[src/bda_pkg.sv]
package bda_pkg;

  localparam int unsigned MAX_OUT_WIDTH = 256;
  localparam int unsigned MAX_FACTOR    = 16;
  localparam int unsigned HEIGHT_LIMIT  = 4096;

  localparam int unsigned COL_W   = $clog2(MAX_OUT_WIDTH);
  localparam int unsigned SUM_W   = 16;
  localparam int unsigned AREA_W  = $clog2(MAX_FACTOR * MAX_FACTOR) + 1;
  localparam int unsigned DIVD_W  = SUM_W + 1;
  localparam int unsigned STEP_W  = $clog2(DIVD_W + 1);

  localparam int unsigned QUEUE_DEPTH = 4;

  localparam logic [4:0]  RST_OVERSAMPLING = 5'd4;
  localparam logic [8:0]  RST_OUT_WIDTH    = 9'd256;
  localparam logic [12:0] RST_OUT_HEIGHT   = 13'd16;

  localparam logic [7:0] PIXEL_MAX = 8'hff;

  typedef enum logic [1:0] {
    CFG_OVERSAMPLING = 2'd0,
    CFG_OUT_WIDTH    = 2'd1,
    CFG_OUT_HEIGHT   = 2'd2
  } cfg_idx_e;

  // effective geometry, already clamped
  typedef struct packed {
    logic [4:0]        factor;
    logic [8:0]        width;
    logic [12:0]       height;
    logic [AREA_W-1:0] area;
  } bda_cfg_t;

  // one classified sample travelling from front to back
  typedef struct packed {
    logic [7:0]       sample;
    logic [COL_W-1:0] col;
    logic             first;
    logic             last;
    logic             row_end;
    logic             frame_end;
  } bda_item_t;

  // one finished block sum handed to the divider
  typedef struct packed {
    logic [SUM_W-1:0] sum;
    logic             row_end;
    logic             frame_end;
  } bda_div_req_t;

endpackage

[src/bda_front.sv]
module bda_front (
  input  logic                clk_i,
  input  logic                rst_ni,
  input  bda_pkg::bda_cfg_t   cfg_i,
  input  logic                in_valid_i,
  input  logic [7:0]          sample_i,
  output bda_pkg::bda_item_t  item_o
);
  import bda_pkg::*;

  logic [3:0]       sub_col_q, sub_col_d;
  logic [3:0]       sub_row_q, sub_row_d;
  logic [COL_W-1:0] out_col_q, out_col_d;
  logic [11:0]      out_row_q, out_row_d;
  logic             last_sc, last_sr, last_oc, last_or;

  assign last_sc = ({1'b0, sub_col_q} + 5'd1) >= cfg_i.factor;
  assign last_sr = ({1'b0, sub_row_q} + 5'd1) >= cfg_i.factor;
  assign last_oc = ({1'b0, out_col_q} + 9'd1) >= cfg_i.width;
  assign last_or = ({1'b0, out_row_q} + 13'd1) >= cfg_i.height;

  always_comb begin
    item_o.sample    = sample_i;
    item_o.col       = out_col_q;
    item_o.first     = (sub_col_q == 4'd0) && (sub_row_q == 4'd0);
    item_o.last      = last_sc && last_sr;
    item_o.row_end   = last_oc;
    item_o.frame_end = last_oc && last_or;
  end

  // advance the raster position: sub column, block column, sub row, block row
  always_comb begin
    sub_col_d = sub_col_q;
    out_col_d = out_col_q;
    sub_row_d = sub_row_q;
    out_row_d = out_row_q;
    if (in_valid_i) begin
      if (!last_sc) begin
        sub_col_d = sub_col_q + 4'd1;
      end else begin
        sub_col_d = '0;
        if (!last_oc) begin
          out_col_d = out_col_q + COL_W'(1);
        end else begin
          out_col_d = '0;
          if (!last_sr) begin
            sub_row_d = sub_row_q + 4'd1;
          end else begin
            sub_row_d = '0;
            out_row_d = last_or ? 12'd0 : out_row_q + 12'd1;
          end
        end
      end
    end
  end

  always_ff @(posedge clk_i or negedge rst_ni) begin
    if (!rst_ni) begin
      sub_col_q <= '0;
      out_col_q <= '0;
      sub_row_q <= '0;
      out_row_q <= '0;
    end else begin
      sub_col_q <= sub_col_d;
      out_col_q <= out_col_d;
      sub_row_q <= sub_row_d;
      out_row_q <= out_row_d;
    end
  end

endmodule

[config.mk]
export PLATFORM = sky130hd
export DESIGN_NAME = bda_front
export DESIGN_NICKNAME = d
export VERILOG_FILES = /design/src/bda_pkg.sv /design/src/bda_front.sv
export SDC_FILE = /design/constraint.sdc
export NUM_CORES = 1
export LEC_CHECK = 0
export BUFFER_PORTS_ARGS = -buffer_cell sky130_fd_sc_hd__clkbuf_2
export CORE_AREA = 2 2 55 96
export CTS_CLUSTER_DIAMETER = 40
export DETAILED_ROUTE_END_ITERATION = 7
export DIE_AREA = 0 0 57 98
export PLACE_DENSITY = 0.79
export RECOVER_POWER = 100
export SYNTH_ARGS = -nofsm -noshare
export SYNTH_HDL_FRONTEND = slang
export SYNTH_SLANG_ARGS = --single-unit
[constraint.sdc]
create_clock -name clk_i -period 3.05 [get_ports clk_i]
set_input_delay 0.4575 -clock clk_i [delete_from_list [all_inputs] [get_ports clk_i]]
set_output_delay 0.4575 -clock clk_i [all_outputs]
set_load 0.005 [all_outputs]
==> flow_summary.yaml <==
yosys:
  synth_compound_area_frac: 0.187
  yosysTopAreaCell: "dfrtp_1"
  synth_cell_types: 45
  synth-simple-area-share: 0.177
  synth-edff-count: 0
  synthFlopType: "dfrtp_1"
  synth.area.mux_share: 0.00787
  synth_fa_ha_area_frac: 0.192
  synthXorXnorAreaFrac: 0.0689
  postSynthCellCount: 293
  synth_top_family_by_area: "adder cells"
  synth_area_leaders: "dfrtp_1, ha_1, inv_1"
  netlist_top_cells_count: "ha_1, inv_1, nand2_1"
  netlist_area_um2: 2540
  syn_avg_cell_area_um2: 8.68
  synth_top_area_share: 0.275
  ys_seq_area_frac: 0.275
  synthArstFlopShare: 1.00
  synthesis.nets: 379
  yosysWarnings: 0
  ys_seq_elements: 28
  synth_most_common_cell: "ha_1"
die:
  die_area_um2: 5590
  start_util: 0.525
  core_um2: 4850
  io_pins: 67
  die_w_um: 57
  rows: 34
  dieHeight_um: 98
sta:
  max_freq_mhz: 333
  hold_viol_final: 0
  rsz0062_at_grt: "yes"
  finClkSkew_ns: 0.00207
  holdWs_ns: 0.495
  slew_headroom: -0.0421
  postLayoutSetupSlackWorst_ns: 0.0447
  finalMaxSlewViolations: 29
  tightest_slew_ns: 1.56
  finalSetupViolCount: 0
  fin_crit_ns: 3.01
  finalCritPeriodShare: 0.985
  tns_ns: 0
critical_path:
  slowest_stage: "dfrtp_2"
  crit_top_cell: "o21a_1"
  worstPathCellList: "ha_4, nand3_4, nor3_4, xor2_1, ha_1, o21a_1, o21a_1, o22ai_2, a31oi_4, and2_1, clkbuf_2"
  cp_top_family: "compound AO/OA/AOI/OAI gates"
  crit_buf_inv: 1
  endpoint_kind: "primary output"
  critPathMaxStageDelay_ns: 0.47
  startpoint_type: "flip-flop"
  critPathKind: "reg -> out"
  worstPathRequired_ns: 2.59
  crit_fanout: 5
  arrival_ns: 2.55
min_path:
  hold_path_class: "in -> reg"
route:
  ant_nets: 0
  route.detailed.drc: 0
  routedWlPerCell_um: 14.1
  drt_iter0_drc: 37
  firstDrtPassIters: 4
  viasPerCell: 5.59
  dr_total_vias: 2242
  drt_wl_total_um: 5660
status:
  violations: "max-capacitance violations, max-slew violations"
  outcome: "complete, but fails checks"
power_and_ir_drop:
  p_per_area_nw_per_um2: 399
  irDropWorstVdd_mv: 0.374
  p_leak_uw: 0.00167
  power_uw: 1230
layout:
  seq_area_um2: 708
  drive_gt1_frac: 0.300
  fin_nets: 434
  multiInputGateArea_um2: 1740
  synthToLayoutAreaGrowth_pct: 21.3
  antennaDiodeCount: 0
  fill_cells: 406
  stdcell_area_um2: 3090
placement:
  dp_hpwl_um: 4330
  pre_cts_slack_ns: 0.101
  portBuffers: 41
  place_congestion: 0.833
  dpl_cell_area_um2: 2780
global_routing:
  grt_first_pass_wirelength_um: 9270
  grt_pass1_vias: 2215
  grt_max_degree: 29
  grt_usage: 0.202
  antenna_found_initial: 0
  grt-ovfl-total: 0
clock_network:
  clkTransAtPathRegs_ns: 0.10
  cts_sinks: 28
  root_buffer: "clkbuf_8"
  cts_tree: "done"
  cts_max_level: 1
  worst_skew_pair.late_latency_ns: 0.28
  hold_buffers: 0
  clk_path_buf_depth: 2
  cts_made_buffers: 3
job:
  drv_cap: 1
[cell type report]
cell class	instances	share of cell area
Clock buffer	4	0.0178
Inverter	34	0.0413
Multi-Input combinational cell	214	0.563
Sequential cell	28	0.229
Tap cell	54	0.0219
Timing Repair Buffer	67	0.126
[cells in the final DEF (no fill, tap or decap), drive strengths merged, types with 3 or more instances in the layout]
cell     netlist  layout
nand4          5       5
a22o           8       8
or2            3       3
o211ai         3       3
nand2         31      31
clkbuf         2      47
nor2          11      11
dfrtp         28      28
a21oi         11      11
o31ai          3       3
ha            39      39
nand2b         5       5
xor2          11      11
buf           15      24
o21ai         19      19
nand3         18      18
inv           34      34
and3           5       5
a2bb2oi        3       3
nor3           5       5
xnor2          9       9
[flip-flops by register name (all words and copies together), names as in the netlist]
| register | count |
|---|---|
| sub_col_q | 4 |
| sub_row_q | 4 |
| out_row_q | 12 |
| out_col_q | 8 |
[worst paths after layout]
path	cells after the start	from	to	slack, ns
min	2	in_valid_i	sub_col_q[3]	0.50
min reg2reg	1	out_row_q[7]	out_row_q[7]	0.55
max	11	out_row_q[0]	item_o[0]	0.04
min in group asynchronous	1	rst_ni	out_row_q[6]	0.55
max in group asynchronous	1	rst_ni	out_col_q[4]	1.49
max reg2reg	12	out_row_q[0]	out_row_q[8]	0.25
[power breakdown]
part / internal, uW / switching (uW) / total, uW / leakage [uW]
combinational: 234 / 268 / 501 / 0.00129
sequential: 419 / 70.7 / 490 / 0.000352
clock: 116 / 124 / 240 / 0.0000288
total: 768 / 462 / 1230 / 0.00167
[cell families (layout without fill, tap and decap cells)]
| family | after synthesis | count (layout) |
|---|---|---|
| AOI/OAI and AO/OA | 64 | 64 |
| DFF | 28 | 28 |
| adders and majority gates | 39 | 39 |
| buffers and inverters | 51 | 105 |
| xor gates and xnor gates | 20 | 20 |
| muxes | 2 | 2 |
| and+or+nand+nor | 89 | 89 |
[through the flow]
| step | utilization | std cells |
|---|---|---|
| 2_1_floorplan | - | 293 |
| 3_5_place_dp | 0.573 | 380 |
| 4_1_cts | 0.594 | 388 |
| 5_1_grt | 0.636 | 401 |
| 3_3_place_gp | 0.573 | 380 |
| 6_report | 0.636 | 401 |
[layer usage]
metal	GRT usage	up-vias	share of wire
met1	0.204	1061	0.38
met5	0	-	0
met2	0.407	47	0.57
li1	-	1120	-
met3	0.0212	14	0.026
met4	0.0680	0	0.023
[timing repair]
item	in CTS	in global routing
cloned	0	0
setup buffers	4	13
setup endpoints to repair	2	8
gates resized for setup	8	27
pin swaps	2	22
(Power assumes the default switching activity.)
