**src/bda_pkg.sv**
```systemverilog
package bda_pkg;

  localparam int unsigned MAX_OUT_WIDTH = 256;
  localparam int unsigned MAX_FACTOR    = 16;
  localparam int unsigned HEIGHT_LIMIT  = 4096;

  localparam int unsigned COL_W   = $clog2(MAX_OUT_WIDTH);
  localparam int unsigned SUM_W   = 16;
  localparam int unsigned AREA_W  = $clog2(MAX_FACTOR * MAX_FACTOR) + 1;
  localparam int unsigned DIVD_W  = SUM_W + 1;
  localparam int unsigned STEP_W  = $clog2(DIVD_W + 1);

  localparam int unsigned QUEUE_DEPTH = 4;

  localparam logic [4:0]  RST_OVERSAMPLING = 5'd4;
  localparam logic [8:0]  RST_OUT_WIDTH    = 9'd256;
  localparam logic [12:0] RST_OUT_HEIGHT   = 13'd16;

  localparam logic [7:0] PIXEL_MAX = 8'hff;

  typedef enum logic [1:0] {
    CFG_OVERSAMPLING = 2'd0,
    CFG_OUT_WIDTH    = 2'd1,
    CFG_OUT_HEIGHT   = 2'd2
  } cfg_idx_e;

  // effective geometry, already clamped
  typedef struct packed {
    logic [4:0]        factor;
    logic [8:0]        width;
    logic [12:0]       height;
    logic [AREA_W-1:0] area;
  } bda_cfg_t;

  // one classified sample travelling from front to back
  typedef struct packed {
    logic [7:0]       sample;
    logic [COL_W-1:0] col;
    logic             first;
    logic             last;
    logic             row_end;
    logic             frame_end;
  } bda_item_t;

  // one finished block sum handed to the divider
  typedef struct packed {
    logic [SUM_W-1:0] sum;
    logic             row_end;
    logic             frame_end;
  } bda_div_req_t;

endpackage

```
**src/bda_back.sv**
```systemverilog
module bda_back (
  input  logic                  clk_i,
  input  logic                  rst_ni,
  input  logic                  q_empty_i,
  input  bda_pkg::bda_item_t    q_item_i,
  output logic                  q_pop_o,
  output logic                  req_valid_o,
  output bda_pkg::bda_div_req_t req_o,
  input  logic                  req_ready_i
);
  import bda_pkg::*;

  logic [SUM_W-1:0] acc_mem_q [MAX_OUT_WIDTH];
  logic [SUM_W-1:0] rd_q;
  bda_item_t        b_item_q;
  logic             b_valid_q;
  logic             b_fwd_q;
  logic [SUM_W-1:0] b_fwd_sum_q;
  logic [SUM_W-1:0] acc, b_sum;
  logic             b_adv;

  // take the bypass when the previous item wrote the same column on the read edge
  assign acc   = b_fwd_q ? b_fwd_sum_q : rd_q;
  assign b_sum = b_item_q.first ? {8'd0, b_item_q.sample}
                                : acc + {8'd0, b_item_q.sample};

  assign b_adv   = b_valid_q && (!b_item_q.last || req_ready_i);
  assign q_pop_o = !q_empty_i && (!b_valid_q || b_adv);

  assign req_valid_o     = b_valid_q && b_item_q.last;
  assign req_o.sum       = b_sum;
  assign req_o.row_end   = b_item_q.row_end;
  assign req_o.frame_end = b_item_q.frame_end;

  always_ff @(posedge clk_i) begin
    if (b_adv) acc_mem_q[b_item_q.col] <= b_sum;
    if (q_pop_o) begin
      rd_q        <= acc_mem_q[q_item_i.col];
      b_item_q    <= q_item_i;
      b_fwd_q     <= b_adv && (b_item_q.col == q_item_i.col);
      b_fwd_sum_q <= b_sum;
    end
  end

  always_ff @(posedge clk_i or negedge rst_ni) begin
    if (!rst_ni) begin
      b_valid_q <= 1'b0;
    end else if (q_pop_o) begin
      b_valid_q <= 1'b1;
    end else if (b_adv) begin
      b_valid_q <= 1'b0;
    end
  end

endmodule

```
**config.mk**
```make
export PLATFORM = sky130hd
export DESIGN_NAME = bda_back
export DESIGN_NICKNAME = d
export VERILOG_FILES = /design/src/bda_pkg.sv /design/src/bda_back.sv
export SDC_FILE = /design/constraint.sdc
export NUM_CORES = 2
export LEC_CHECK = 0
export ABC_AREA = 0
export BUFFER_PORTS_ARGS = -buffer_cell sky130_fd_sc_hd__buf_2
export CORE_MARGIN = 4
export CORE_UTILIZATION = 35
export DETAILED_ROUTE_END_ITERATION = 12
export HOLD_SLACK_MARGIN = 0.05
export PLACE_DENSITY = 0.61
export SETUP_SLACK_MARGIN = 0.05
export SLEW_MARGIN = 40
export SYNTH_ARGS = -nofsm -noshare
export SYNTH_HDL_FRONTEND = slang
export SYNTH_SLANG_ARGS = --single-unit
```
**constraint.sdc**
```tcl
create_clock -name clk_i -period 21.6 [get_ports clk_i]
set_clock_uncertainty 0.1 [all_clocks]
set_input_delay 3.24 -clock clk_i [delete_from_list [all_inputs] [get_ports clk_i]]
set_output_delay 3.24 -clock clk_i [all_outputs]
set_load 0.02 [all_outputs]
```
==> metrics.csv <==
metric,value,unit
worst_slew_pin_slew,0.988,ns
synthFlopType,edfxtp_1,
cp_cell_sequence,buf_4 > mux2i_1 > inv_1 > ha_1 > a21o_1 > a21o_1 > a21oi_1 > o21ai_0 > a31oi_1 > nor4_1 > nor3_2 > buf_4 > buf_2,
fin_crit_sh,39.9,%
boundaryPins,44,
endpoint_kind,output port,
cap_viol_max_count,0,
post-route-min-period,8.62,ns
syn_nets,7401,
antenna_left,0,
rsz0062_at_grt,no,
cts_tree,built,
syn_area,159000,µm²
clkLatencyLatePin,0.97,ns
grt_max_degree,186,
worstSetupPathType,register to output port,
hold_buffers,0,
drt-initial-drc-count,9687,
clock-sinks,4150,
cp.required,18.26,ns
hold_start,b_valid_q$_DFFE_PN0P_,
crit_path_top_delay_cell,a31oi_1,
p_leak,56.6,nW
fmax,0.116,GHz
rows,247,
dr.pass1.iters,6,
cp-start-kind,register,
fin_cells,14100,
vias_per_cell,5.56,
dp_hpwl,241,mm
die-width,681,µm
io_buffers,43,
fillers,39300,
synth_area_per_cell,21.5,µm²
setup.worst_path.start,b_fwd_q$_DFFE_PP_,
die_h,681,µm
grt_overflow,0,
ys_seq_area_share,78.5,%
gp_congestion,0.811,
slew-limit-headroom,33.6,%
cts_buffers,396,
layout-drive-gt1-share,23.8,%
synthCells,7368,
htreeDepth,5,
drt_wl_total,417,mm
dr_total_vias,78200,
ys_warn_count,0,
yosysUniqueCellTypes,51,
slew_viol_final,0,
post_dp_cell_area,168000,µm²
arrival,5.28,ns
finalHoldViolCount,0,
dp.cells,13300,
initial_utilization,35.1,%
finalSetupViolCount,0,
synth_edf_count,4149,
ir_worst_vdd,73.6,µV
hold_path_class,register to register,
r2r_setup_slack,14.86,ns
core,452000,µm²
status,finished clean,
grt_antenna_before_repair,31,
worstPathMaxFanout,58,
final_core_util,40.0,%
async_reset_ff_share,0.0241,%
r2r_cells,15,
grt_pass1_wl,591,mm
ys_ff_latch,4150,
drcViolationCount,0,
r2r_end,acc_mem_q[127][9]$_DFFE_PP_,
critPathMaxStageDelay,0.66,ns
crit_end,req_o[15],
fin_tns_setup,0,ns
r2r-start,b_fwd_q$_DFFE_PP_,
wl_per_cell,29.6,µm
cts.repair.resized,0,
syn_to_final_growth,14.0,%
cts-root-buf,clkbuf_16,
cts_setup_buffers,0,
dieArea,464000,µm²
cts.path.max_buffers,4,
stdcell_area,181000,µm²
track_usage,17.5,%
grt_pass1_vias,77900,
nets,7793,
pwr_density_cell,93.8,nW/µm²
clk_pin_slew,0.06,ns
[flip-flops by register name (all words and copies together), names as in the netlist]
signal / cells
b_fwd_sum_q: 16
rd_q: 16
req_o: 2
b_fwd_q: 1
acc_mem_q: 4096
b_valid_q: 1
b_item_q: 18
[synth_stat cells (2+ instances only)]
master,count,share of area (%)
edfxtp_1,4149,79
clkbuf_1,223,0.53
nor3_1,116,0.37
xnor2_1,9,0.050
a21o_1,3,0.014
ha_1,8,0.063
buf_4,42,0.20
a22o_1,112,0.62
nor2_1,268,0.63
xor2_1,8,0.044
or3_1,4,0.016
buf_2,49,0.15
a22oi_1,192,0.91
nand2_1,55,0.13
and2_1,2,0.0079
a21oi_1,137,0.43
nand3_1,16,0.050
buf_12,2,0.025
o22ai_1,288,1.1
nor4_1,68,0.27
buf_1,39,0.092
a32oi_1,3,0.017
nor2b_1,31,0.12
buf_6,83,0.59
nand4_1,20,0.079
nand2b_1,3,0.012
inv_1,8,0.019
a221oi_1,48,0.26
a311oi_1,15,0.083
a211oi_1,3,0.014
o21ai_0,27,0.085
a21boi_0,2,0.0095
or2_2,3,0.012
o31a_1,3,0.017
clkbuf_4,5,0.024
mux2_2,8,0.057
mux2i_1,534,3.4
mux4_2,768,11
a31oi_1,2,0.0079
[logic make-up (layout without fill, tap and decap cells)]
group / after synthesis / in the layout / synth area share, %
and+or+nand+nor: 592 / 592 / 1.73
DFF: 4150 / 4150 / 78.5
adders and majority gates: 9 / 9 / 0.0757
AOI/OAI and AO/OA: 837 / 837 / 3.61
xor gates and xnor gates: 17 / 17 / 0.0938
buffers and inverters: 453 / 1163 / 1.64
other: 0 / 10 / 0
muxes: 1310 / 1310 / 14.3
[worst min path at each step]
stage / endpoint / slack [ns] / depth (start not counted)
after global routing: b_valid_q$_DFFE_PN0P_ / 0.53 / 2
after floorplan: b_valid_q$_DFFE_PN0P_ / 0.43 / 2
after detailed placement: b_valid_q$_DFFE_PN0P_ / 0.47 / 2
after CTS: b_valid_q$_DFFE_PN0P_ / 0.48 / 2
final: b_valid_q$_DFFE_PN0P_ / 0.48 / 2
after global placement: b_valid_q$_DFFE_PN0P_ / 0.45 / 2
[placed cells by master, fill, tap and decap left out, types with 14 or more instances in the layout]
| cell | n |
|---|---|
| bufinv_16 | 28 |
| nor3_1 | 106 |
| buf_12 | 19 |
| nor2_4 | 58 |
| nor4_2 | 18 |
| nand2_2 | 14 |
| buf_4 | 325 |
| mux4_2 | 768 |
| o21ai_0 | 20 |
| o22ai_1 | 288 |
| a311oi_1 | 15 |
| edfxtp_1 | 4149 |
| buf_6 | 30 |
| nor4_1 | 45 |
| nor2_2 | 38 |
| nor2_1 | 173 |
| a221oi_1 | 48 |
| clkinv_2 | 73 |
| clkinv_1 | 107 |
| buf_16 | 17 |
| a22oi_1 | 192 |
| buf_2 | 43 |
| a22o_1 | 112 |
| nor2b_1 | 26 |
| nand2_1 | 38 |
| mux2i_1 | 534 |
| nand4_1 | 20 |
| clkbuf_1 | 79 |
| clkbuf_16 | 399 |
| a21oi_1 | 132 |
[report_power, final]
part	internal, mW	total, mW	switching (mW)
clock	3.73	6.67	2.95
combinational	0.292	1.12	0.832
sequential	9.16	9.17	0.0111
[area by class of cell]
| cell class | count | area [µm²] | area share [%] |
|---|---|---|---|
| multi-input cells | 2765 | 32500 | 18.0 |
| diodes | 10 | 25.0 | 0.0138 |
| flip-flops and latches | 4150 | 125000 | 68.9 |
| inverters | 8 | 30.0 | 0.0166 |
| clock buffers | 478 | 10300 | 5.69 |
| clock inverters | 238 | 2010 | 1.11 |
| repair buffers | 439 | 3910 | 2.16 |
| well taps | 5976 | 7480 | 4.13 |
[metal layers]
metal | up-vias | routed length, µm | global-route usage (%)
li1 | 32000 | - | -
met1 | 42000 | 166000 | 24.1
met2 | 3545 | 200000 | 28.3
met3 | 644 | 34500 | 3.07
met4 | 14 | 16100 | 6.12
met5 | - | 112 | 0
[stage by stage]
step / total power, mW / worst slack, ns / hold WS, ns
global route: 17.5 / 12.79 / 0.529
CTS: 17.1 / 12.88 / 0.480
floorplan: 10.2 / 5.20 / 0.426
detailed placement: 10.5 / 12.51 / 0.468
finish: 17.0 / 12.98 / 0.479
global placement: 10.4 / 11.90 / 0.447
[worst max-delay path, delay by kind of cell (launching register included)]
| family | cells | cell delay [ns] |
|---|---|---|
| multiplexers | 1 | 0.33 |
| buffers and inverters | 4 | 1.33 |
| AO/OA/AOI/OAI | 5 | 1.43 |
| adder cells (fa/ha/maj) | 1 | 0.27 |
| AND/OR/NAND/NOR | 2 | 0.53 |
| flip-flops | 1 | 0.33 |
No activity file was read; power rests on OpenSTA's default activity.
