## config.mk

```make
export PLATFORM = sky130hd
export DESIGN_NAME = bda_fifo
export DESIGN_NICKNAME = d
export VERILOG_FILES = /design/src/bda_pkg.sv /design/src/bda_fifo.sv
export SDC_FILE = /design/constraint.sdc
export NUM_CORES = 1
export LEC_CHECK = 0
export BUFFER_PORTS_ARGS = -buffer_cell sky130_fd_sc_hd__buf_2
export CAP_MARGIN = 15
export CORE_MARGIN = 2
export CORE_UTILIZATION = 45
export CTS_CLUSTER_DIAMETER = 80
export DETAILED_ROUTE_END_ITERATION = 7
export GPL_ROUTABILITY_DRIVEN = 0
export GPL_TIMING_DRIVEN = 0
export SKIP_CTS_REPAIR_TIMING = 1
export SLEW_MARGIN = 15
export SYNTH_ARGS = -nofsm -noshare
export SYNTH_HDL_FRONTEND = slang
export SYNTH_SLANG_ARGS = --single-unit
```

## constraint.sdc

```tcl
create_clock -name clk_i -period 2.4 [get_ports clk_i]
set_input_delay 0.48 -clock clk_i [delete_from_list [all_inputs] [get_ports clk_i]]
set_output_delay 0.48 -clock clk_i [all_outputs]
set_load 0.1 [all_outputs]
```

## src/bda_pkg.sv

```systemverilog
package bda_pkg;

  localparam int unsigned MAX_OUT_WIDTH = 256;
  localparam int unsigned MAX_FACTOR    = 16;
  localparam int unsigned HEIGHT_LIMIT  = 4096;

  localparam int unsigned COL_W   = $clog2(MAX_OUT_WIDTH);
  localparam int unsigned SUM_W   = 16;
  localparam int unsigned AREA_W  = $clog2(MAX_FACTOR * MAX_FACTOR) + 1;
  localparam int unsigned DIVD_W  = SUM_W + 1;
  localparam int unsigned STEP_W  = $clog2(DIVD_W + 1);

  localparam int unsigned QUEUE_DEPTH = 4;

  localparam logic [4:0]  RST_OVERSAMPLING = 5'd4;
  localparam logic [8:0]  RST_OUT_WIDTH    = 9'd256;
  localparam logic [12:0] RST_OUT_HEIGHT   = 13'd16;

  localparam logic [7:0] PIXEL_MAX = 8'hff;

  typedef enum logic [1:0] {
    CFG_OVERSAMPLING = 2'd0,
    CFG_OUT_WIDTH    = 2'd1,
    CFG_OUT_HEIGHT   = 2'd2
  } cfg_idx_e;

  // effective geometry, already clamped
  typedef struct packed {
    logic [4:0]        factor;
    logic [8:0]        width;
    logic [12:0]       height;
    logic [AREA_W-1:0] area;
  } bda_cfg_t;

  // one classified sample travelling from front to back
  typedef struct packed {
    logic [7:0]       sample;
    logic [COL_W-1:0] col;
    logic             first;
    logic             last;
    logic             row_end;
    logic             frame_end;
  } bda_item_t;

  // one finished block sum handed to the divider
  typedef struct packed {
    logic [SUM_W-1:0] sum;
    logic             row_end;
    logic             frame_end;
  } bda_div_req_t;

endpackage

```

## src/bda_fifo.sv

```systemverilog
module bda_fifo (
  input  logic                clk_i,
  input  logic                rst_ni,
  input  logic                wr_i,
  input  bda_pkg::bda_item_t  wdata_i,
  output logic                full_o,
  input  logic                rd_i,
  output bda_pkg::bda_item_t  rdata_o,
  output logic                empty_o
);
  import bda_pkg::*;

  localparam int unsigned PTR_W = $clog2(QUEUE_DEPTH);
  localparam int unsigned CNT_W = $clog2(QUEUE_DEPTH + 1);

  bda_item_t        store_q [QUEUE_DEPTH];
  logic [PTR_W-1:0] wr_ptr_q, rd_ptr_q;
  logic [CNT_W-1:0] count_q, count_d;
  logic             do_wr, do_rd;

  assign full_o  = count_q == CNT_W'(QUEUE_DEPTH);
  assign empty_o = count_q == '0;
  assign do_wr   = wr_i && !full_o;
  assign do_rd   = rd_i && !empty_o;
  assign rdata_o = store_q[rd_ptr_q];

  always_comb begin
    count_d = count_q;
    if (do_wr && !do_rd) count_d = count_q + CNT_W'(1);
    else if (do_rd && !do_wr) count_d = count_q - CNT_W'(1);
  end

  always_ff @(posedge clk_i) begin
    if (do_wr) store_q[wr_ptr_q] <= wdata_i;
  end

  always_ff @(posedge clk_i or negedge rst_ni) begin
    if (!rst_ni) begin
      wr_ptr_q <= '0;
      rd_ptr_q <= '0;
      count_q  <= '0;
    end else begin
      if (do_wr) wr_ptr_q <= PTR_W'((32'(wr_ptr_q) + 1) % QUEUE_DEPTH);
      if (do_rd) rd_ptr_q <= PTR_W'((32'(rd_ptr_q) + 1) % QUEUE_DEPTH);
      count_q <= count_d;
    end
  end

endmodule

```

==> results.ini, run 1 <==
[yosys]
netlist_instances = 140
netlist_area_um2 = 3384
syn_nets = 170
synth_top_family_by_area = multiplexers
synth_area_leader_cell = edfxtp_1
synthSimpleGateAreaFrac_pct = 1.848
synth_warnings = 0
synth_area_leaders = edfxtp_1, mux4_1, dfrtp_1
synth_xor_area_share_pct = 1.553
ys_types = 20
synthAdderAreaFrac_pct = 2.440
ys_seq_area_share_pct = 76.16
postSynthAreaPerCell_um2 = 24.17
synth_compound_area_share_pct = 0
synth-seq-cells = 87
synthMuxAreaShare_pct = 16.30
synth_top_area_share_pct = 70.98

[drt]
drt-pass1-iter-count = 6
ant_nets = 0
drt_iter0_drc = 67
via_per_inst = 5.076
wl_um = 5258
wl_per_cell_um = 17.47
dr_total_vias = 1528
drc = 0

[sta]
fin_setup_tns_ns = 0
setup_violations = 0
finalMaxSlewViolations = 0
clock_skew_ns = 0.009054
min_period_ns = 2.310
tightest_slew_ns = 1.090
min_period_over_period_pct = 96.24
relSlewSlack_pct = 27.32
finalHoldViolCount = 0
rsz0062_at_grt = false
fin_ws_ns = 0.09015
max_freq_mhz = 432.9

[grt]
globalRoute.totalOverflow = 0
grt_usage_pct = 13.81
grt_pass1_wl_um = 8335
antenna_found_initial = 0
grt_pass1_vias = 1574
grt_start_max_net_pins = 21

[floorplan]
start_util_pct = 46.66
die_w_um = 90.73
io_pins = 46
die_area_um2 = 8231
rows = 31
fp.dieH_um = 90.73
coreArea_um2 = 7253

[final_layout]
nNetsFinal = 227
finalInstanceArea_um2 = 3985
final_cells = 301
fill_cells = 569
drive_gt1_share_pct = 35.15
antennaDiodeCount = 0
area_growth_pct = 17.74

[setup_path]
timing.critical_path.slowest_cell_delay_ns = 0.58
crit_path_max_fanout = 10
crit_path_start_kind = flip-flop
path_delay_family = multiplexers
cp_num_buf_inv = 2
critPathSlowestCell = mux4_1
arrival_ns = 1.83
cp.depth = 3
crit_type = reg2out
endpoint_kind = output port
r2r_cells = 8
cp_cell_sequence = buf_6, mux4_1, buf_2
crit_required_ns = 1.92

[cts]
cts_buffer_depth = 2
cts_made_buffers = 9
path_clk_slew_ns = 0.08
cts_htree_levels = 3
clock_latency_ns = 0.33
cts_tree = done
root_buffer = clkbuf_8
cts.sinks = 87

[run]
drv_cap = 0

[place]
placed_area_um2 = 3752
pre_cts_slack_ns = 0.2192
place_hpwl_um = 3311
placed_cells = 284
port_buffers = 45

[worst_hold_path]
min_path_cells = 1
min_path_type = in2reg

[status]
status = finished clean

cell families (layout without fill, tap and decap cells):
logic type                 count (synthesis)  in the layout
xor gates and xnor gates                   6              6
adders and majority gates                  6              6
buffers and inverters                      9             71
DFF                                       87             87
muxes                                     22             22
and+or+nand+nor                           10             10
registers in the layout (all words and copies together), names as in the netlist:
name      flops
store_q      80
wr_ptr_q      2
count_q       3
rd_ptr_q      2
worst register-to-register path: cells and delay by family, from the launching register on:
| kind | cells | cell delay [ns] |
|---|---|---|
| simple gates | 3 | 0.70 |
| fa+ha+maj | 2 | 0.52 |
| xor+xnor | 2 | 0.32 |
| flops | 1 | 0.46 |
| buf+inv | 1 | 0.04 |
layout by cell type (no fill, tap or decap), types with 2 or more instances in the layout:
cell type	instances
edfxtp_1	80
buf_2	41
mux4_1	20
clkbuf_8	9
dfrtp_1	6
xnor2_1	4
ha_1	4
buf_4	4
buf_6	3
inv_1	3
clkbuf_1	3
and2_2	2
and2_1	2
xor2_1	2
clkinv_2	2
bufinv_16	2
area by class of cell:
cell class              instances  area [um^2]  share of cell area (%)
flip-flops and latches         87         2579                   64.71
multi-input cells              44        770.7                   19.34
repair buffers                 46        247.7                   6.217
clock inverters                 4        70.07                   1.758
well taps                      99        123.9                   3.108
clock buffers                  12        135.1                   3.391
plain buffers                   5        43.79                   1.099
inverters                       4        15.01                  0.3768
worst paths after layout:
kind                             startpoint             to  slack (ns)
worst max register to register   count_q[0]     count_q[2]        0.28
worst max-delay path            rd_ptr_q[0]     rdata_o[2]        0.09
worst min-delay path             wdata_i[0]  store_q[3][0]        0.36
worst min register to register   count_q[2]     count_q[2]        0.51
min in group asynchronous            rst_ni    rd_ptr_q[1]        0.50
max in group asynchronous            rst_ni    rd_ptr_q[0]        1.72
Yosys cell counts:
cell type and n:
mux2_2 1, nor2b_1 1, mux4_1 20, buf_2 1, dfrtp_1 7, and2_1 4
edfxtp_1 80, buf_6 3, xnor2_1 4, ha_1 5, xor2_1 2, clkbuf_1 1
inv_1 4, nor3b_2 1, nand2_1 1, nand3_1 1, nor2_1 1, fa_1 1
or3_1 1, mux2_4 1
per-layer routing:
layer	global-route usage, %	routed length (um)	up-vias
met5	0	0	-
li1	-	-	701
met3	4.174	282	6
met1	17.34	2233	781
met4	5.769	61	0
met2	22.45	2681	40
stage by stage:
step                utilization (%)  hold slack, ns
finish                        54.94          0.3587
global route                  54.94          0.3444
CTS                           54.56        -0.04922
detailed placement            51.73          0.3200
global placement              51.73          0.3151
floorplan                         -          0.1844
Power of run 1 is not shown: default switching activity piles up to over one toggle a cycle in this logic, so the estimate is an artifact.
==> run 2, diff against run 1 <==
--- a/config.mk
+++ b/config.mk
@@ -9,9 +9,10 @@
 export CAP_MARGIN = 15
 export CORE_MARGIN = 2
-export CORE_UTILIZATION = 45
+export CORE_UTILIZATION = 55
 export CTS_CLUSTER_DIAMETER = 80
 export DETAILED_ROUTE_END_ITERATION = 7
 export GPL_ROUTABILITY_DRIVEN = 0
 export GPL_TIMING_DRIVEN = 0
+export PLACE_DENSITY = 0.77
 export SKIP_CTS_REPAIR_TIMING = 1
 export SLEW_MARGIN = 15
==> constraint.sdc (replaced) <==
create_clock -name clk_i -period 2.4 [get_ports clk_i]
set_input_delay 0.24 -clock clk_i [delete_from_list [all_inputs] [get_ports clk_i]]
set_output_delay 0.24 -clock clk_i [all_outputs]
set_load 0.1 [all_outputs]
==> results.ini, run 2 (synthesis gave the netlist of run 1 again) <==
[setup_path]
crit_path_start_kind = flip-flop
r2r_cells = 8
crit_required_ns = 2.67
endpoint_kind = flip-flop
r2r_end = count_q[2]
arrival_ns = 2.41
rr_startpoint = count_q[0]
crit_type = reg2reg
regToRegSetupSlack_ns = 0.26
crit_path_max_fanout = 4

[sta]
fin_setup_tns_ns = 0
clock_skew_ns = 0.008895
max_freq_mhz = 467.0
relSlewSlack_pct = 30.89
setup_violations = 0
min_period_over_period_pct = 89.22
min_period_ns = 2.141
finalHoldViolCount = 0
tightest_slew_ns = 1.037
finalMaxSlewViolations = 0
rsz0062_at_grt = false

[cts]
root_buffer = clkbuf_8
cts_buffer_depth = 2
cts_htree_levels = 3
clock_latency_ns = 0.34
cts_tree = done
cts.sinks = 87
path_clk_slew_ns = 0.08
cts_made_buffers = 9

[drt]
dr_total_vias = 1510
wl_per_cell_um = 18.61
wl_um = 5154
drt_iter0_drc = 91
via_per_inst = 5.451
ant_nets = 0
drt-pass1-iter-count = 4
drc = 0

[final_layout]
antennaDiodeCount = 0
largest_reg_flops = 80
fin_util_pct = 66.46
area_growth_pct = 16.27
nNetsFinal = 227
regMostFlops = store_q
top_regs = store_q: 80 flops, count_q: 3 flops
drive_gt1_share_pct = 34.16
final_cell_mix = edfxtp_1, buf_2, mux4_1, clkbuf_8, dfrtp_1
layout_commonest_cell = edfxtp_1
fill_cells = 381

[floorplan]
rows = 28
start_util_pct = 57.16
io_pins = 46
die_w_um = 82.45
coreArea_um2 = 5921
die_area_um2 = 6797
fp.dieH_um = 82.45

[place]
port_buffers = 45
place_hpwl_um = 3416

[worst_hold_path]
hold_path_end = store_q[2][12]
worstHoldStart = wdata_i[12]
min_path_cells = 1
min_path_type = in2reg

[grt]
globalRoute.totalOverflow = 0
antenna_found_initial = 0
grt_pass1_vias = 1630
grt_start_max_net_pins = 21
grt_pass1_wl_um = 8066
grt_usage_pct = 17.23

[status]
status = finished clean

[run]
drv_cap = 0

run 2: cell types whose count changed in the layout (fill, tap and decap cells not counted), sizes merged:
cell,change
buf,+1
bufinv,-2
inv,+1
run 2: critical path, stage by stage (launching register included):
cell	delay [ns]
dfrtp_1	0.47
or3_1	0.43
nand2_1	0.18
ha_4	0.17
inv_2	0.03
fa_1	0.36
xor2_1	0.17
nor2_1	0.11
xor2_1	0.15
run 2: worst max path at each step:
stage | end | cells after the start | slack (ns) | startpoint
floorplan | count_q[1] | 7 | -0.17 | count_q[1]
global placement | count_q[2] | 8 | 0.34 | count_q[0]
detailed placement | count_q[2] | 8 | 0.27 | count_q[0]
CTS | rdata_o[18] | 3 | 0.23 | rd_ptr_q[0]
global route | count_q[2] | 8 | 0.14 | count_q[0]
finish | count_q[2] | 8 | 0.26 | count_q[0]
run 2: area by class of cell:
type | instances | area [um^2] | share of cell area [%]
sequential | 87 | 2577 | 65.50
multi-input combinational | 44 | 768.2 | 19.52
timing repair buffer | 46 | 235.2 | 5.978
clock buffer | 13 | 180.2 | 4.579
tap | 75 | 93.84 | 2.385
buffer | 5 | 42.54 | 1.081
clock inverter | 3 | 22.52 | 0.5723
inverter | 4 | 15.01 | 0.3816
run 2: through the flow:
stage,worst slack [ns],hold slack (ns),instance area (um^2),instances
2_1_floorplan,-0.1708,-0.05559,3403,140
3_3_place_gp,0.3384,0.07640,3722,260
3_5_place_dp,0.2703,0.07780,3722,260
4_1_cts,0.2341,-0.2992,3925,276
5_1_grt,0.1413,0.09877,3935,277
6_report,0.2588,0.1084,3935,277
run 2: layer usage:
metal | GRT usage, % | part of all wire [%] | up-vias
li1 | - | - | 704
met1 | 20.61 | 41 | 766
met2 | 30.16 | 54 | 32
met3 | 4.674 | 3.8 | 8
met4 | 6.000 | 1.1 | 0
met5 | 0 | 0 | -
Power of run 2 is left out for the same reason.
==> run 3, diff against run 2 <==
Settings changed: CELL_PAD_IN_SITES_DETAIL_PLACEMENT set to 0, CELL_PAD_IN_SITES_GLOBAL_PLACEMENT set to 1, CORE_UTILIZATION 55 to 49, PLACE_DENSITY 0.77 to unset, PLACE_DENSITY_LB_ADDON set to 0.1.
==> results.ini, run 3 (synthesis gave the netlist of run 1 again) <==
[status]
status = finished clean

[floorplan]
die_w_um = 87.11
fp.dieH_um = 87.11
rows = 30
coreArea_um2 = 6756
io_pins = 46
die_area_um2 = 7588
start_util_pct = 50.09

[sta]
finalHoldViolCount = 0
relSlewSlack_pct = 29.69
setup_violations = 0
tightest_slew_ns = 1.055
min_period_over_period_pct = 90.39
fin_ws_ns = 0.2306
min_period_ns = 2.169
finalMaxSlewViolations = 0
clock_skew_ns = 0.01240
rsz0062_at_grt = false
max_freq_mhz = 461.0

[setup_path]
cp.depth = 3
crit_path_max_fanout = 10
path_delay_family = buffers and inverters
r2r_cells = 8
cp_num_buf_inv = 2
endpoint_kind = output port
arrival_ns = 1.93
timing.critical_path.slowest_cell_delay_ns = 0.50
crit_required_ns = 2.16
crit_path_start_kind = flip-flop
critPathSlowestCell = clkbuf_1
crit_type = reg2out
cp_cell_sequence = clkbuf_1, mux4_1, buf_2

[drt]
dr_total_vias = 1507
via_per_inst = 5.344
drt-pass1-iter-count = 4
drt_iter0_drc = 97
wl_um = 5266
ant_nets = 0
wl_per_cell_um = 18.67
drc = 0

[final_layout]
area_growth_pct = 16.19
antennaDiodeCount = 0
final_cell_mix = edfxtp_1, buf_2, mux4_1, clkbuf_8, dfrtp_1
drive_gt1_share_pct = 34.16
largest_reg_flops = 80
layout_commonest_cell = edfxtp_1
nNetsFinal = 227
fill_cells = 521
top_regs = store_q: 80 flops, count_q: 3 flops
regMostFlops = store_q
final_cells = 282

[run]
drv_cap = 0

[cts]
cts_made_buffers = 9
root_buffer = clkbuf_8
cts_tree = done
cts.sinks = 87
clock_latency_ns = 0.35
cts_buffer_depth = 2
cts_htree_levels = 3
path_clk_slew_ns = 0.09

[grt]
grt_usage_pct = 15.86
globalRoute.totalOverflow = 0
grt_pass1_vias = 1607
antenna_found_initial = 0
grt_pass1_wl_um = 8507
grt_start_max_net_pins = 21

[worst_hold_path]
min_path_cells = 1
min_path_type = in2reg

[place]
place_hpwl_um = 3358
pre_cts_slack_ns = 0.2642
port_buffers = 45
placed_cells = 265

[run 3: cell count changes in the layout (fill, tap and decap cells not counted)]
| cell | change |
|---|---|
| clkbuf_8 | -2 |
| bufinv_16 | +1 |
| clkbuf_1 | -1 |
| clkbuf_16 | -1 |
| clkinv_2 | +1 |
| inv_6 | +1 |
| clkinv_1 | +1 |
[run 3: worst register-to-register path, delay by kind of cell (launching register included)]
kind,cells,cell delay [ns]
simple gates,3,0.71
fa+ha+maj,2,0.54
flops,1,0.46
xor+xnor,2,0.32
buf+inv,1,0.04
[run 3: routing by layer]
layer / part of all wire (%) / vias to the layer above / global-route usage (%)
li1: - / 700 / -
met2: 54 / 34 / 26.93
met3: 3.8 / 10 / 4.171
met1: 40 / 763 / 18.71
met4: 1.8 / 0 / 7.972
met5: 0 / - / 0
[run 3: layout make-up]
class	count	area, um^2	share of cell area, %
flip-flops and latches	87	2577	65.54
multi-input cells	44	768.2	19.54
clock buffers	9	123.9	3.150
well taps	80	100.1	2.545
clock inverters	7	70.07	1.782
plain buffers	5	42.54	1.082
inverters	4	15.01	0.3818
repair buffers	46	235.2	5.982
[run 3: final timing paths]
path | from | end | slack [ns]
min in group asynchronous | rst_ni | wr_ptr_q[0] | 0.25
setup reg to reg | count_q[0] | count_q[2] | 0.26
max in group asynchronous | rst_ni | wr_ptr_q[1] | 1.98
hold / removal | wdata_i[12] | store_q[2][12] | 0.10
setup / recovery | rd_ptr_q[1] | rdata_o[2] | 0.23
hold reg to reg | count_q[2] | count_q[2] | 0.50
[run 3: metrics by stage]
stage	util, %	TNS (ns)	hold slack [ns]	instance area (um^2)
floorplan	-	-0.1757	-0.05559	3403
CTS	58.06	0	-0.3084	3923
global placement	55.19	0	0.08015	3729
detailed placement	55.19	0	0.08764	3729
finish	58.20	0	0.1022	3933
global route	58.20	0	0.08041	3933
Power of run 3 is left out for the same reason.
