==> src/bda_pkg.sv <==
package bda_pkg;

  localparam int unsigned MAX_OUT_WIDTH = 256;
  localparam int unsigned MAX_FACTOR    = 16;
  localparam int unsigned HEIGHT_LIMIT  = 4096;

  localparam int unsigned COL_W   = $clog2(MAX_OUT_WIDTH);
  localparam int unsigned SUM_W   = 16;
  localparam int unsigned AREA_W  = $clog2(MAX_FACTOR * MAX_FACTOR) + 1;
  localparam int unsigned DIVD_W  = SUM_W + 1;
  localparam int unsigned STEP_W  = $clog2(DIVD_W + 1);

  localparam int unsigned QUEUE_DEPTH = 4;

  localparam logic [4:0]  RST_OVERSAMPLING = 5'd4;
  localparam logic [8:0]  RST_OUT_WIDTH    = 9'd256;
  localparam logic [12:0] RST_OUT_HEIGHT   = 13'd16;

  localparam logic [7:0] PIXEL_MAX = 8'hff;

  typedef enum logic [1:0] {
    CFG_OVERSAMPLING = 2'd0,
    CFG_OUT_WIDTH    = 2'd1,
    CFG_OUT_HEIGHT   = 2'd2
  } cfg_idx_e;

  // effective geometry, already clamped
  typedef struct packed {
    logic [4:0]        factor;
    logic [8:0]        width;
    logic [12:0]       height;
    logic [AREA_W-1:0] area;
  } bda_cfg_t;

  // one classified sample travelling from front to back
  typedef struct packed {
    logic [7:0]       sample;
    logic [COL_W-1:0] col;
    logic             first;
    logic             last;
    logic             row_end;
    logic             frame_end;
  } bda_item_t;

  // one finished block sum handed to the divider
  typedef struct packed {
    logic [SUM_W-1:0] sum;
    logic             row_end;
    logic             frame_end;
  } bda_div_req_t;

endpackage

==> src/bda_div.sv <==
module bda_div (
  input  logic                  clk_i,
  input  logic                  rst_ni,
  input  logic [bda_pkg::AREA_W-1:0] area_i,
  input  logic                  req_valid_i,
  input  bda_pkg::bda_div_req_t req_i,
  output logic                  req_ready_o,
  input  logic                  pop,
  output logic                  empty,
  output logic [7:0]            pixel_o,
  output logic                  row_end_o,
  output logic                  frame_end_o
);
  import bda_pkg::*;

  localparam int unsigned REM_W = AREA_W;

  logic              busy_q, busy_d;
  logic [STEP_W-1:0] cnt_q, cnt_d;
  logic [REM_W-1:0]  rem_q, rem_d;
  logic [DIVD_W-1:0] quo_q, quo_d;
  logic              re_q, re_d, fe_q, fe_d;
  logic [REM_W:0]    shifted;
  logic              done, push, load;
  logic [7:0]        result;

  logic [7:0]        oq_pix_q [2];
  logic              oq_re_q  [2];
  logic              oq_fe_q  [2];
  logic              oq_wr_q, oq_rd_q;
  logic [1:0]        oq_cnt_q;
  logic              oq_pop;

  assign done        = busy_q && (cnt_q == '0);
  assign push        = done && (oq_cnt_q != 2'd2);
  assign req_ready_o = !busy_q || push;
  assign load        = req_valid_i && req_ready_o;
  assign result      = (|quo_q[DIVD_W-1:8]) ? PIXEL_MAX : quo_q[7:0];
  assign shifted     = {rem_q, quo_q[DIVD_W-1]};

  // restoring division, one quotient bit a cycle
  always_comb begin
    busy_d = busy_q;
    cnt_d  = cnt_q;
    rem_d  = rem_q;
    quo_d  = quo_q;
    re_d   = re_q;
    fe_d   = fe_q;
    if (load) begin
      busy_d = 1'b1;
      rem_d  = '0;
      quo_d  = {1'b0, req_i.sum} + DIVD_W'(area_i >> 1);
      cnt_d  = (area_i == AREA_W'(1)) ? '0 : STEP_W'(DIVD_W);
      re_d   = req_i.row_end;
      fe_d   = req_i.frame_end;
    end else if (busy_q && cnt_q != '0) begin
      cnt_d = cnt_q - STEP_W'(1);
      if (shifted >= {1'b0, area_i}) begin
        rem_d = REM_W'(shifted - {1'b0, area_i});
        quo_d = {quo_q[DIVD_W-2:0], 1'b1};
      end else begin
        rem_d = shifted[REM_W-1:0];
        quo_d = {quo_q[DIVD_W-2:0], 1'b0};
      end
    end else if (push) begin
      busy_d = 1'b0;
    end
  end

  always_ff @(posedge clk_i) begin
    cnt_q <= cnt_d;
    rem_q <= rem_d;
    quo_q <= quo_d;
    re_q  <= re_d;
    fe_q  <= fe_d;
    if (push) begin
      oq_pix_q[oq_wr_q] <= result;
      oq_re_q[oq_wr_q]  <= re_q;
      oq_fe_q[oq_wr_q]  <= fe_q;
    end
  end

  assign empty       = oq_cnt_q == 2'd0;
  assign oq_pop      = pop && !empty;
  assign pixel_o     = oq_pix_q[oq_rd_q];
  assign row_end_o   = oq_re_q[oq_rd_q];
  assign frame_end_o = oq_fe_q[oq_rd_q];

  always_ff @(posedge clk_i or negedge rst_ni) begin
    if (!rst_ni) begin
      busy_q   <= 1'b0;
      oq_wr_q  <= 1'b0;
      oq_rd_q  <= 1'b0;
      oq_cnt_q <= 2'd0;
    end else begin
      busy_q <= busy_d;
      if (push) oq_wr_q <= !oq_wr_q;
      if (oq_pop) oq_rd_q <= !oq_rd_q;
      if (push && !oq_pop) oq_cnt_q <= oq_cnt_q + 2'd1;
      else if (oq_pop && !push) oq_cnt_q <= oq_cnt_q - 2'd1;
    end
  end

endmodule

==> config.mk <==
export PLATFORM = sky130hd
export DESIGN_NAME = bda_div
export DESIGN_NICKNAME = d
export VERILOG_FILES = /design/src/bda_pkg.sv /design/src/bda_div.sv
export SDC_FILE = /design/constraint.sdc
export NUM_CORES = 1
export LEC_CHECK = 0
export BUFFER_PORTS_ARGS = -buffer_cell sky130_fd_sc_hd__buf_2
export CAP_MARGIN = 30
export CORE_MARGIN = 3
export CORE_UTILIZATION = 60
export CTS_CLUSTER_SIZE = 12
export DETAILED_ROUTE_END_ITERATION = 16
export PLACE_DENSITY = 0.82
export SETUP_SLACK_MARGIN = 0.15
export SLEW_MARGIN = 10
export SYNTH_ARGS = -nofsm -noshare
export SYNTH_HDL_FRONTEND = slang
export SYNTH_SLANG_ARGS = --single-unit
==> constraint.sdc <==
create_clock -name clk_i -period 5.2 [get_ports clk_i]
set_input_delay 1.04 -clock clk_i [delete_from_list [all_inputs] [get_ports clk_i]]
set_output_delay 1.04 -clock clk_i [all_outputs]
set_load 0.02 [all_outputs]
==> results.sh, run 1 <==
export IMPL_outcome="complete, no violations"
export IMPL_fp_dieW_microns=79.9
export IMPL_vias=2317
export IMPL_synth_net_count=351
export IMPL_max_vdd_ir_drop_mv=0.327
export IMPL_power_static_leakage_nw=1.50
export IMPL_netlist_area_leader_share_pct=40.3
export IMPL_synth_seq_cells=58
export IMPL_cp_end_kind="flop"
export IMPL_routed_wl_microns=6050
export IMPL_rsz0062_at_grt="false"
export IMPL_cts_max_level=3
export IMPL_cp_cell_sequence="inv_1 > ha_1 > or4b_4 > o21ai_2 > nand2_2 > nand2_1"
export IMPL_synthSimpleGateAreaFrac_pct=12.4
export IMPL_ys_seq_area_share_pct=49.6
export IMPL_ctsResizeCount=0
export IMPL_insertion_delay_ps=330
export IMPL_synth_adder_area_share_pct=8.85
export IMPL_synth_edff_count=44
export IMPL_path_class="reg -> reg"
export IMPL_clock_fmax_mhz=325
export IMPL_drv_slew=0
export IMPL_grt_pass1_vias=2220
export IMPL_yosys_warnings=0
export IMPL_finalHoldViolCount=0
export IMPL_final_cell_mix="44 x edfxtp_1, 42 x buf_2, 27 x nand2_1"
export IMPL_drc=0
export IMPL_clkSinkCount=58
export IMPL_core_sq_um=5200
export IMPL_die_y_microns=79.9
export IMPL_setup_viol=0
export IMPL_min_period_over_period_pct=59.1
export IMPL_drtIter0Drc=171
export IMPL_path_buf_inv=1
export IMPL_cts_tree="built"
export IMPL_numCtsBuffers=9
export IMPL_io_pins=43
export IMPL_finClkSkew_ps=5.90
export IMPL_stdcell_count=418
export IMPL_start_util_pct=63.0
export IMPL_vias_per_cell=5.54
export IMPL_path_clk_slew_ps=60
export IMPL_slew_headroom_pct=40.3
export IMPL_rows=26
export IMPL_syn_area_sq_um=3280
export IMPL_fin_crit_ps=3070
export IMPL_cts_max_path_buffers=2
export IMPL_final_common_cell="edfxtp_1"
export IMPL_synthXorXnorAreaFrac_pct=7.48
export IMPL_dp_cells=402
export IMPL_grt_overflow_total=0
export IMPL_synthMuxAreaShare_pct=5.92
export IMPL_ys_types=45
export IMPL_grt_antenna_before_repair=0
export IMPL_post_route_cells_drive_above_1_share_pct=22.4
export IMPL_cts_root_buf="clkbuf_8"
export IMPL_p_per_area_nw_per_um2=504
export IMPL_grt_max_degree=48
export IMPL_cp_top_family="simple AND/OR/NAND/NOR gates"
export IMPL_area_growth_pct=12.5
export IMPL_grt_usage_pct=21.1
export IMPL_synth_top_family_by_area="compound AO/OA/AOI/OAI gates"
export IMPL_gp_congestion=0.844
export IMPL_hp_class="reg -> reg"
export IMPL_dr_pass1_iters=4
export IMPL_required_ps=5150
export IMPL_path_max_fanout=47
export IMPL_floorplan_die_area_sq_um=6390
export IMPL_synthCells=298
export IMPL_finalNetCount=396
export IMPL_diodes=0
export IMPL_cts_hold_buf=0
export IMPL_antenna_left=0
export IMPL_synthTopCellsByArea="edfxtp_1 40%, ha_1 7.6%, dfxtp_1 5.5%"
export IMPL_synth_compound_area_share_pct=12.5
export IMPL_worst_slew_pin_transition_ps=893
export IMPL_worstPathArrival_ps=3030
export IMPL_async_reset_ff_share_pct=8.62
export IMPL_grt_pass1_wl_microns=10200
export IMPL_drv_cap=0
export IMPL_ys_flop_type="edfxtp_1"
export IMPL_place_hpwl_microns=4570
export IMPL_cp_slowest_stage_delay_ps=870
export IMPL_post_cts_setup_buffers=0
export IMPL_fin_setup_tns_ps=0
export IMPL_drt_wirelength_per_cell_microns=14.5
export IMPL_postSynthAreaPerCell_sq_um=11.0
export IMPL_cp_slowest_cell="nand2_1"
export IMPL_yosys_area_top_type="edfxtp_1"
export IMPL_n_fill_cell=402
export IMPL_numPortBuffers=42
export IMPL_start_kind="flop"
[sequential cells by signal, indices dropped and copies added (netlist names)]
signal and flops:
fe_q 1, quo_q 17, cnt_q 5, oq_pix_q 16
re_q 1, oq_rd_q 1, oq_wr_q 1, oq_cnt_q 2
oq_fe_q 2, oq_re_q 2, rem_q 9, busy_q 1
[area by class of cell]
cell class	count	area, sq um	share of cell area, %
clock inverters	4	18.8	0.509
multi-input cells	216	1550	41.9
flip-flops and latches	58	1630	44.1
well taps	70	87.6	2.37
clock buffers	12	135	3.66
inverters	15	56.3	1.53
repair buffers	43	218	5.90
[logic make-up after synthesis]
logic type	after synthesis
compound gates	66
xor+xnor	28
fa+ha+maj	22
buf+inv	24
flops	58
mux	18
simple gates	82
[path summary, 6_finish.rpt]
kind | start | to | slack (ps) | cells after the start
min in group asynchronous | rst_ni | busy_q | 510 | 1
max | cnt_q[0] | quo_q[10] | 2130 | 6
max reg2reg | cnt_q[0] | quo_q[10] | 2130 | 6
min | fe_q | oq_fe_q[0] | 450 | 0
min reg2reg | fe_q | oq_fe_q[0] | 450 | 0
max in group asynchronous | rst_ni | oq_rd_q | 4560 | 1
[worst register-to-register path, cell delays in order (launching register included)]
cell      delay [ps]
edfxtp_1         420
inv_1            100
ha_1             150
or4b_4           500
o21ai_2          200
nand2_2          440
nand2_1          870
[stage by stage]
stage | utilization [%] | hold slack [ps] | power (W) | worst slack [ps] | area [sq um]
floorplan | - | 421 | 0.00136 | 2220 | 3280
global placement | 67.9 | 425 | 0.00150 | 1950 | 3530
detailed placement | 67.9 | 433 | 0.00154 | 1890 | 3530
CTS | 70.9 | 447 | 0.00187 | 2120 | 3690
global route | 70.9 | 460 | 0.00201 | 1880 | 3690
finish | 70.9 | 446 | 0.00186 | 2130 | 3690
[routing by layer]
layer  global-route usage, %  vias to the layer above  part of all wire [%]
met5                       0                        -                     0
met4                    9.12                        0                   2.0
met3                    5.19                       13                   5.0
met2                    31.4                       58                    46
met1                    29.2                     1073                    47
li1                        -                     1173                     -
[power by group]
| group | total, W | switching, W | internal [W] |
|---|---|---|---|
| Sequential | 0.000814 | 0.000119 | 0.000695 |
| Combinational | 0.000717 | 0.000380 | 0.000337 |
| Clock | 0.000329 | 0.000160 | 0.000169 |
[synthesized netlist by cell type (all sizes together), types with 3 or more instances]
cell type  number
nor2b           4
xor2           17
clkbuf          4
dfxtp           9
nand2          28
and3            5
inv            15
mux2i           7
or2             8
edfxtp         44
o21a            3
ha             20
dfrtp           5
o211ai          3
a21o            7
buf             5
o21ai          29
xnor2          11
a21oi          11
nand4           3
mux2           11
nor3            3
nor2           13
nand3          12
Note: power is estimated with default switching activity, not from simulation.
==> run 2: changes to the inputs <==
--- a/config.mk
+++ b/config.mk
@@ -5,13 +5,14 @@
 export SDC_FILE = /design/constraint.sdc
 export NUM_CORES = 1
 export LEC_CHECK = 0
+export ABC_AREA = 1
 export BUFFER_PORTS_ARGS = -buffer_cell sky130_fd_sc_hd__buf_2
 export CAP_MARGIN = 30
 export CORE_MARGIN = 3
-export CORE_UTILIZATION = 60
+export CORE_UTILIZATION = 53
 export CTS_CLUSTER_SIZE = 12
 export DETAILED_ROUTE_END_ITERATION = 16
-export PLACE_DENSITY = 0.82
+export PLACE_DENSITY = 0.76
 export SETUP_SLACK_MARGIN = 0.15
 export SLEW_MARGIN = 10
 export SYNTH_ARGS = -nofsm -noshare
==> constraint.sdc (replaced) <==
create_clock -name clk_i -period 2.59 [get_ports clk_i]
set_input_delay 0.518 -clock clk_i [delete_from_list [all_inputs] [get_ports clk_i]]
set_output_delay 0.518 -clock clk_i [all_outputs]
set_load 0.02 [all_outputs]
==> results.sh, run 2 <==
export IMPL_grt_usage_pct=19.4
export IMPL_netlist_area_leader_share_pct=35.4
export IMPL_synth_seq_cells=58
export IMPL_outcome="complete, no violations"
export IMPL_path_clk_slew_ps=60
export IMPL_clkSinkCount=58
export IMPL_cts_max_path_buffers=2
export IMPL_power_static_leakage_nw=2.17
export IMPL_drv_cap=0
export IMPL_final_area_sq_um=4270
export IMPL_min_period_over_period_pct=82.5
export IMPL_synthTopCellsByArea="edfxtp_1 35%, nand2_1 17%, inv_1 7.2%"
export IMPL_final_common_cell="nand2_1"
export IMPL_grt_antenna_before_repair=0
export IMPL_fin_setup_tns_ps=0
export IMPL_path_buf_inv=2
export IMPL_numCtsBuffers=9
export IMPL_postPlaceCellArea_sq_um=4050
export IMPL_multi_input_area_sq_um=1760
export IMPL_synthXorXnorAreaFrac_pct=2.35
export IMPL_synth_top_family_by_area="simple AND/OR/NAND/NOR gates"
export IMPL_setup_viol=0
export IMPL_grt_pass1_wl_microns=13100
export IMPL_clock_fmax_mhz=468
export IMPL_async_reset_ff_share_pct=8.62
export IMPL_finalHoldViolCount=0
export IMPL_place_hpwl_microns=5970
export IMPL_slew_headroom_pct=66.0
export IMPL_grt_overflow_total=0
export IMPL_drv_slew=0
export IMPL_numPortBuffers=42
export IMPL_diodes=0
export IMPL_routed_wl_microns=7490
export IMPL_synth_net_count=535
export IMPL_vias_per_cell=4.98
export IMPL_largestRegisters="quo_q (17), oq_pix_q (16), rem_q (9)"
export IMPL_n_fill_cell=600
export IMPL_hold_ws_ps=365
export IMPL_largest_register_ffs=17
export IMPL_fp_dieW_microns=89.9
export IMPL_post_route_cells_drive_above_1_share_pct=15.1
export IMPL_start_util_pct=56.6
export IMPL_final_cell_mix="174 x nand2_1, 72 x inv_1, 44 x edfxtp_1"
export IMPL_stdcell_count=631
export IMPL_synthMuxAreaShare_pct=0
export IMPL_worstPathArrival_ps=2390
export IMPL_p_per_area_nw_per_um2=1100
export IMPL_cp_slowest_cell="fa_1"
export IMPL_path_max_fanout=12
export IMPL_synth_adder_area_share_pct=7.77
export IMPL_io_pins=43
export IMPL_cp_slowest_stage_delay_ps=430
export IMPL_drc=0
export IMPL_rows=29
export IMPL_dp_cells=614
export IMPL_cts_tree="built"
export IMPL_vias=3144
export IMPL_ys_types=37
export IMPL_start_kind="flop"
export IMPL_die_y_microns=89.9
export IMPL_drtIter0Drc=143
export IMPL_syn_area_sq_um=3730
export IMPL_drt_wirelength_per_cell_microns=11.9
export IMPL_report_power_total_w=0.00469
export IMPL_ys_seq_area_share_pct=43.6
export IMPL_synthSimpleGateAreaFrac_pct=32.8
export IMPL_cp_top_family="simple AND/OR/NAND/NOR gates"
export IMPL_hp_class="in -> reg"
export IMPL_dr_pass1_iters=4
export IMPL_grt_pass1_vias=2955
export IMPL_core_sq_um=6600
export IMPL_max_vdd_ir_drop_mv=0.612
export IMPL_yosys_warnings=0
export IMPL_insertion_delay_ps=330
export IMPL_regMostFlops="quo_q"
export IMPL_cp_end_kind="flop"
export IMPL_gp_congestion=0.884
export IMPL_ys_top_cells_by_count="174 x nand2_1, 72 x inv_1, 44 x edfxtp_1"
export IMPL_fin_crit_ps=2140
export IMPL_ys_flop_type="edfxtp_1"
export IMPL_floorplan_die_area_sq_um=8090
export IMPL_yosys_area_top_type="edfxtp_1"
export IMPL_synthCells=482
export IMPL_area_growth_pct=14.3
export IMPL_synth_edff_count=44
export IMPL_grt_max_degree=27
export IMPL_postSynthAreaPerCell_sq_um=7.75
export IMPL_antenna_left=0
export IMPL_cts_root_buf="clkbuf_8"
export IMPL_cts_max_level=3
export IMPL_finClkSkew_ps=4.77
export IMPL_required_ps=2850
export IMPL_synth_compound_area_share_pct=4.25
export IMPL_rsz0062_at_grt="false"
export IMPL_finalNetCount=586
export IMPL_cp_cell_sequence="inv_1 > ha_1 > inv_1 > fa_1 > nand2_1 > nand3_2 > nand2_2 > nand2_2 > nand2_1 > nand3_1 > o21ai_1"
export IMPL_worst_slew_pin_transition_ps=508
export IMPL_path_class="reg -> reg"
export IMPL_yosysMostFrequentCell="nand2_1"
export IMPL_regArea_sq_um=1630
export IMPL_ctsResizeCount=0
run 2: changes by cell type after synthesis, moves of 7 or more:
cell,change
mux2i_1,-7
o21ai_1,+8
nand3_1,+29
mux2_2,-11
xor2_1,-12
a21o_1,-7
o21ai_0,-20
inv_1,+57
nor2_1,+15
nand2_1,+147
run 2: path summary, 6_finish.rpt:
check	startpoint	end	slack, ps	cells past startpoint
worst max-delay path	quo_q[16]	rem_q[4]	450	11
worst min-delay path	req_i[1]	re_q	360	1
worst max register to register	quo_q[16]	rem_q[4]	450	11
worst min register to register	fe_q	oq_fe_q[0]	440	0
max in group asynchronous	rst_ni	oq_rd_q	1930	2
min in group asynchronous	rst_ni	busy_q	530	2
run 2: per-stage QoR:
stage               worst slack [ps]  utilization (%)
CTS                              456             64.7
floorplan                        587                -
detailed placement               348             61.4
global placement                 380             61.4
global route                     264             64.7
finish                           453             64.7
run 2: timing repair:
item	in CTS	in global routing
hold endpoints to repair	5	0
hold buffers	1	0
setup buffers	0	0
run 2: worst reg2reg max path, stage by stage (launching register included):
cell	delay (ps)
edfxtp_1	410
inv_1	130
ha_1	160
inv_1	60
fa_1	430
nand2_1	130
nand3_2	80
nand2_2	240
nand2_2	180
nand2_1	100
nand3_1	70
o21ai_1	80
run 2: cell type report:
class,instances,share of cell area [%]
multi-input cells,340,41.3
flip-flops and latches,58,38.1
inverters,76,6.74
repair buffers,48,6.33
clock buffers,9,2.90
well taps,93,2.72
clock inverters,7,1.96
run 2: power by group:
group / switching [W] / internal (W)
clock: 0.000342 / 0.000529
combinational: 0.00135 / 0.000807
sequential: 0.000212 / 0.00145
run 2: logic make-up (layout without fill, tap and decap cells):
kind of cell	Yosys count	count (layout)
simple gates	279	279
xor+xnor	10	10
buf+inv	84	140
fa+ha+maj	22	22
flops	58	58
compound gates	29	29
run 2: metal layers:
layer	share of wire (%)	up-vias	track usage [%]
met4	1.5	0	6.63
met3	4.3	14	3.84
met1	48	1432	26.0
met5	0	-	0
met2	46	59	31.8
li1	-	1639	-
